`src/gbn_pkg.sv`:
```
// Shared types and codes for the go-back-n client transport.
package gbn_pkg;

    // command codes
    localparam logic [2:0] CMD_CONNECT    = 3'd0;
    localparam logic [2:0] CMD_SEND       = 3'd1;
    localparam logic [2:0] CMD_DISCONNECT = 3'd2;
    localparam logic [2:0] CMD_RECEIVED   = 3'd3;
    localparam logic [2:0] CMD_TICK       = 3'd4;

    // received segment types
    localparam logic [2:0] RX_SYNACK  = 3'd1;
    localparam logic [2:0] RX_FINACK  = 3'd3;
    localparam logic [2:0] RX_DATAACK = 3'd5;

    // transmitted segment types
    localparam logic [1:0] TX_SYN  = 2'd0;
    localparam logic [1:0] TX_FIN  = 2'd1;
    localparam logic [1:0] TX_DATA = 2'd2;

    // status codes
    localparam logic [2:0] STAT_NONE         = 3'd0;
    localparam logic [2:0] STAT_CONNECTED    = 3'd1;
    localparam logic [2:0] STAT_CONN_FAILED  = 3'd2;
    localparam logic [2:0] STAT_CLOSED       = 3'd3;
    localparam logic [2:0] STAT_CLOSE_FAILED = 3'd4;
    localparam logic [2:0] STAT_OVERFLOW     = 3'd5;

    // configuration register indexes
    localparam logic [2:0] REG_CLIENT_PORT  = 3'd0;
    localparam logic [2:0] REG_SERVER_PORT  = 3'd1;
    localparam logic [2:0] REG_SYN_RETRY    = 3'd2;
    localparam logic [2:0] REG_FIN_RETRY    = 3'd3;
    localparam logic [2:0] REG_SYN_TIMEOUT  = 3'd4;
    localparam logic [2:0] REG_FIN_TIMEOUT  = 3'd5;
    localparam logic [2:0] REG_DATA_TIMEOUT = 3'd6;

    localparam int MAX_RESULTS = 8;

    typedef enum logic [1:0] {
        CONN_CLOSED, CONN_SYNSENT, CONN_CONNECTED, CONN_FINWAIT
    } t_conn;

    typedef enum logic [3:0] {
        SEQ_IDLE, SEQ_SPLIT, SEQ_ENQ, SEQ_ACK_RD, SEQ_ACK_CMP,
        SEQ_FILL_RD, SEQ_FILL_EMIT, SEQ_AGE_RD, SEQ_AGE_CMP,
        SEQ_RTX_RD, SEQ_RTX_EMIT, SEQ_EMIT1, SEQ_DONE
    } t_seq;

    // one result item
    typedef struct packed {
        logic        tx_valid;
        logic [1:0]  tx_type;
        logic [31:0] tx_seq;
        logic [10:0] tx_length;
        logic [15:0] tx_sport;
        logic [15:0] tx_dport;
        logic [2:0]  status;
    } t_result;

endpackage

```
`src/gbn_desc_ram.sv`:
```
// Descriptor memory: sequence, length and sent time per queue entry.
module gbn_desc_ram
    import gbn_pkg::*;
#(
    parameter int QUEUE_DEPTH = 64,
    parameter int AW = 6
) (
    input  logic          i_clk,
    input  logic          i_we,
    input  logic [AW-1:0] i_waddr,
    input  logic [31:0]   i_wseq,
    input  logic [10:0]   i_wlen,
    input  logic [31:0]   i_wtime,
    input  logic          i_tw,
    input  logic [AW-1:0] i_twaddr,
    input  logic [31:0]   i_twtime,
    input  logic [AW-1:0] i_raddr,
    output logic [31:0]   o_rseq,
    output logic [10:0]   o_rlen,
    output logic [31:0]   o_rtime
);
    logic [31:0] r_seq  [QUEUE_DEPTH];
    logic [10:0] r_len  [QUEUE_DEPTH];
    logic [31:0] r_time [QUEUE_DEPTH];

    // seq/len store
    always_ff @(posedge i_clk) begin
        if (i_we) begin
            r_seq[i_waddr] <= i_wseq;
            r_len[i_waddr] <= i_wlen;
        end
        o_rseq <= r_seq[i_raddr];
        o_rlen <= r_len[i_raddr];
    end

    // sent time store, written at enqueue or on (re)transmission
    always_ff @(posedge i_clk) begin
        if (i_we) begin
            r_time[i_waddr] <= i_wtime;
        end else if (i_tw) begin
            r_time[i_twaddr] <= i_twtime;
        end
        o_rtime <= r_time[i_raddr];
    end
endmodule

```
`config.mk`:
```
export PLATFORM = sky130hd
export DESIGN_NAME = gbn_desc_ram
export DESIGN_NICKNAME = d
export VERILOG_FILES = /design/src/gbn_pkg.sv /design/src/gbn_desc_ram.sv
export SDC_FILE = /design/constraint.sdc
export NUM_CORES = 2
export LEC_CHECK = 0
export BUFFER_PORTS_ARGS = -buffer_cell sky130_fd_sc_hd__clkbuf_2
export CAP_MARGIN = 20
export CELL_PAD_IN_SITES_DETAIL_PLACEMENT = 1
export CELL_PAD_IN_SITES_GLOBAL_PLACEMENT = 1
export CORE_UTILIZATION = 50
export DETAILED_ROUTE_END_ITERATION = 10
export PLACE_DENSITY = 0.7
export SLEW_MARGIN = 20
export SYNTH_ARGS = -nofsm -noshare
export SYNTH_HDL_FRONTEND = slang
export SYNTH_MEMORY_MAX_BITS = 65536
export SYNTH_SLANG_ARGS = --single-unit
```
`constraint.sdc`:
```
create_clock -name i_clk -period 4.7 [get_ports i_clk]
set_input_delay 0.47 -clock i_clk [delete_from_list [all_inputs] [get_ports i_clk]]
set_output_delay 0.47 -clock i_clk [all_outputs]
set_load 0.01 [all_outputs]
```
* Yosys cells after proc, flatten, opt, wreduce, memory -nomap -nowiden
Memories as Yosys holds them, arrays and structs flattened. A register that Yosys moved wholly into a read port is not among the register bits. Index checks and enable logic that the tools add are counted.
Word-level totals: register bits after elaboration 0, bits in latches 0, RAM bits 4800, bits in read-only memories 0, bits of input ports 128, output and inout bits 75, word-level logic and storage cells 12, memories kept 3
Cells by class: add/subtract/negate cells 0, $mul 0, divide/modulo/power cells 0, order comparisons 0, eq/ne operators 0, shift operators 0, mux-type cells 8, bitwise logic cells 0, reduce and logical (&&, ||, !) cells 1
Memory list:
- r_seq | words 64, width 32, read ports 1, clocked after Yosys merged registers in 1, wr ports 1, line gbn_desc_ram.sv:22 | logic [31:0] r_seq [QUEUE_DEPTH];
- r_time | words 64, width 32, read ports 1, clocked after Yosys merged registers in 1, wr ports 1, line gbn_desc_ram.sv:24 | logic [31:0] r_time [QUEUE_DEPTH];
- r_len | words 64, width 11, read ports 1, clocked after Yosys merged registers in 1, wr ports 1, line gbn_desc_ram.sv:23 | logic [10:0] r_len [QUEUE_DEPTH];
Operator list (number):
- 32-bit 2-to-1 mux | 1
- 32-bit OR reduction | 1
- 1-bit 2-to-1 mux | 6
- 6-bit 2-to-1 mux | 1

* Longest topological paths before layout
depth in word-level cells 5, mapped depth 9, mapped depth without buffers 4

* Worst setup path after synthesis
No wires, ideal clock.
path kind input-to-reg, from in i_we, to mem r_len[60][0], enable pin, setup time 0.496 ns, arrival time 3.876 ns, required time 4.204 ns, setup slack 0.328 ns, stages 3, path buffers 1, path through clkbuf_1 > nand4_1 > nor3_1
Between the ends: longest elaborated chain between the ends 2
RTL lines:
- from (decl) | line gbn_desc_ram.sv:9 | input logic i_we,
- 1-bit 2-to-1 mux | line gbn_desc_ram.sv:28 | if (i_we) begin
- 1-bit 2-to-1 mux (not written as such) | line gbn_desc_ram.sv:30 | r_len[i_waddr] <= i_wlen;
- to (decl) | line gbn_desc_ram.sv:23
No other way between the ends.

==> results.toml <==
[run_status]
status = "completed"

[worst_setup_path]
cp_num_buf_inv = 1
path_depth = 5
cp-end-kind = "flop"
cp_max_fo = 25
crit_required_ns = 5.62
slowest_delay_ns = 1.01
r2r_cells = 4
path_cells = "clkbuf_2 > or3b_2 > o22ai_1 > a211oi_1 > o211a_1"
crit_family = "compound AO/OA/AOI/OAI gates"
cp_slowest_cell = "a211oi_1"
start_kind = "input port"
reg2reg_from = "r_time[19][27]"
crit_arrival_ns = 3.72
crit_path_start = "i_raddr[3]"
crit_type = "input port to flop"

[sta]
worst_slack_ns = 1.91
clock_skew_ns = 0.0436
maxSlewHeadroom_pct = 15.3
tns_ns = 0
min_period_over_period_pct = 59.5
maxSlewViolCount = 0
hold_viol_final = 0
holdWs_ns = 0.000576
rsz0062_at_grt = "false"
period_needed_ns = 2.79
max_freq_mhz = 358
setup_viol = 0
worstMarginPinSlew_ns = 1.26

[hold_path]
min-delay-path-class = "input port to flop"
whs_path_depth = 1
min_from = "i_wseq[6]"

[place]
io_buffers = 202
place.gp.congestion = 0.823
place_inst = 12786
post_dp_cell_area_sq_um = 194000
pre_cts_ws_ns = 0.947
hpwl_um = 311000

[yosys]
ys_ff_latch = 4875
synth-seq-area-share_pct = 79.4
synth_cells = 7828
synth_area_per_cell_sq_um = 23.4
yosysWarnings = 0
netlist_area_sq_um = 183000
synth_cell_type_count = 36
ys.flop_type = "edfxtp_1"
syn-num-nets = 7956
async_flop_share_pct = 0
synth_edf_count = 4800

[finish]
nets = 8583
layout-drive-gt1-share_pct = 30.2
final_cells = 13714
finalInstanceArea_sq_um = 209000
fin_util_pct = 57.3
syn2layout_area_growth_pct = 14.1

[die]
die_x_um = 608
design.core.area_sq_um = 365000
io_pins = 203
row_count = 222
initial_core_util_pct = 50.2
dieArea_sq_um = 369000
die_h_um = 608

[clocking]
cts_setup_buffers = 0
cts_tree = "done"
clk_pin_slew_ns = 0.06
h-tree-depth = 5
cts_buffers = 477
root_buffer = "clkbuf_16"
max-clock-path-buffers = 4
clkLatencyLatePin_ns = 1.00
clock_sinks = 4875

[pwr]
power_mw = 91.8
p_comb_share_pct = 5.4
vdd_drop_max_mv = 0.431
powerDensity_nw_per_um2 = 438
pwr-share-clk_pct = 41.5
switchingPower_mw = 20.1
p_sw_share_pct = 21.9
p_leak_nw = 64.8
internal_power_mw = 71.7
seqPwrFrac_pct = 53.1

[route]
drt-total-wl_um = 545000
vias = 91058
drc = 0
detail_route.wl_per_cell_um = 39.7
dr.pass1.iters = 8
first_iter_violations = 12259
routed_via_density = 6.64
ant_nets = 0

[global_route]
grt_max_degree = 116
grt_pass1_wl_um = 751000
antenna_found_initial = 49
grt_use_total_pct = 29.3
grt_remaining_overflow = 0
grt_pass1_vias = 93589

[job]
max-cap-violations = 0
## layout by cell type (no fill, tap or decap), types with 5 or more instances in the layout
master	synthesis	routed
a211oi_1	73	63
a211oi_2	0	10
a22oi_1	300	300
buf_12	0	87
buf_2	208	19
buf_4	33	312
bufinv_16	0	44
clkbuf_1	169	110
clkbuf_16	0	482
clkbuf_2	0	171
clkbuf_8	0	22
clkinv_1	0	102
clkinv_2	0	78
clkinv_4	0	8
clkinv_8	0	8
clkinvlp_4	0	24
dfxtp_1	75	75
diode_2	0	26
edfxtp_1	4800	4800
inv_6	0	13
mux2_2	5	5
mux2i_1	124	124
mux4_2	1200	1200
nand2_1	122	86
nand2_2	0	19
nand2_4	0	17
nand2b_1	14	7
nand2b_2	0	7
nand3_1	123	122
nand3b_1	38	38
nor2_1	189	61
nor2_4	0	128
nor2b_4	0	6
o211a_1	75	75
o221ai_1	54	54
o22ai_1	149	149
## cell families after synthesis
family	count (synthesis)	synth area share, %
buffers and inverters	450	1.15
muxes	1329	15.4
DFF	4875	79.4
AOI/OAI and AO/OA	658	2.73
and+or+nand+nor	516	1.29
## routing by layer
| layer | vias to the layer above | wire, um | global-route usage [%] |
|---|---|---|---|
| met2 | 5309 | 265000 | 47.3 |
| met3 | 999 | 48100 | 5.45 |
| met1 | 49667 | 203000 | 38.9 |
| met5 | - | 64 | 0 |
| met4 | 10 | 28100 | 13.9 |
| li1 | 35073 | - | - |
## cell type report
cell class	instances	area, sq um
diodes	26	65.1
clock buffers	614	12800
clock inverters	282	2720
fillers	29911	156000
inverters	1	3.75
multi-input cells	2503	37000
flip-flops and latches	4875	146000
well taps	4816	6030
repair buffers	597	5160
## power by group through the flow
stage / combinational (mW) / clock, mW / sequential (mW)
2_1_floorplan: 2.53 / 0 / 49.5
3_3_place_gp: 4.81 / 0 / 49.6
3_5_place_dp: 4.99 / 0 / 49.6
4_1_cts: 5.01 / 38.4 / 48.7
5_1_grt: 5.20 / 39.7 / 48.7
6_report: 4.98 / 38.1 / 48.7
## path summary, 6_finish.rpt
kind,to,slack [ns]
setup / recovery,o_rtime[4],1.91
hold / removal,r_seq[36][6],0.0006
setup reg to reg,o_rtime[27],2.35
hold reg to reg,o_rseq[14],0.85
## repair_timing
action / CTS / global route
setup endpoints to repair: 0 / 0
hold endpoints to repair: 8 / 0
resized for setup: 0 / 0
hold buffers: 4 / 0
## sequential cells by signal, indices dropped and copies added (netlist names)
signal and count:
r_seq 2048, o_rseq 32, r_len 704, r_time 2048
o_rlen 11, o_rtime 32
## cells in the mapped netlist, types with 54 or more instances
cell | count | share of area (%)
o22ai_1 | 149 | 0.51
clkbuf_1 | 169 | 0.35
o211a_1 | 75 | 0.41
a22oi_1 | 300 | 1.2
o221ai_1 | 54 | 0.26
edfxtp_1 | 4800 | 79
dfxtp_1 | 75 | 0.82
nand3_1 | 123 | 0.34
buf_2 | 208 | 0.57
mux4_2 | 1200 | 15
mux2i_1 | 124 | 0.68
a211oi_1 | 73 | 0.30
nand2_1 | 122 | 0.25
nor2_1 | 189 | 0.39
No activity file was read; power rests on OpenSTA's default activity.
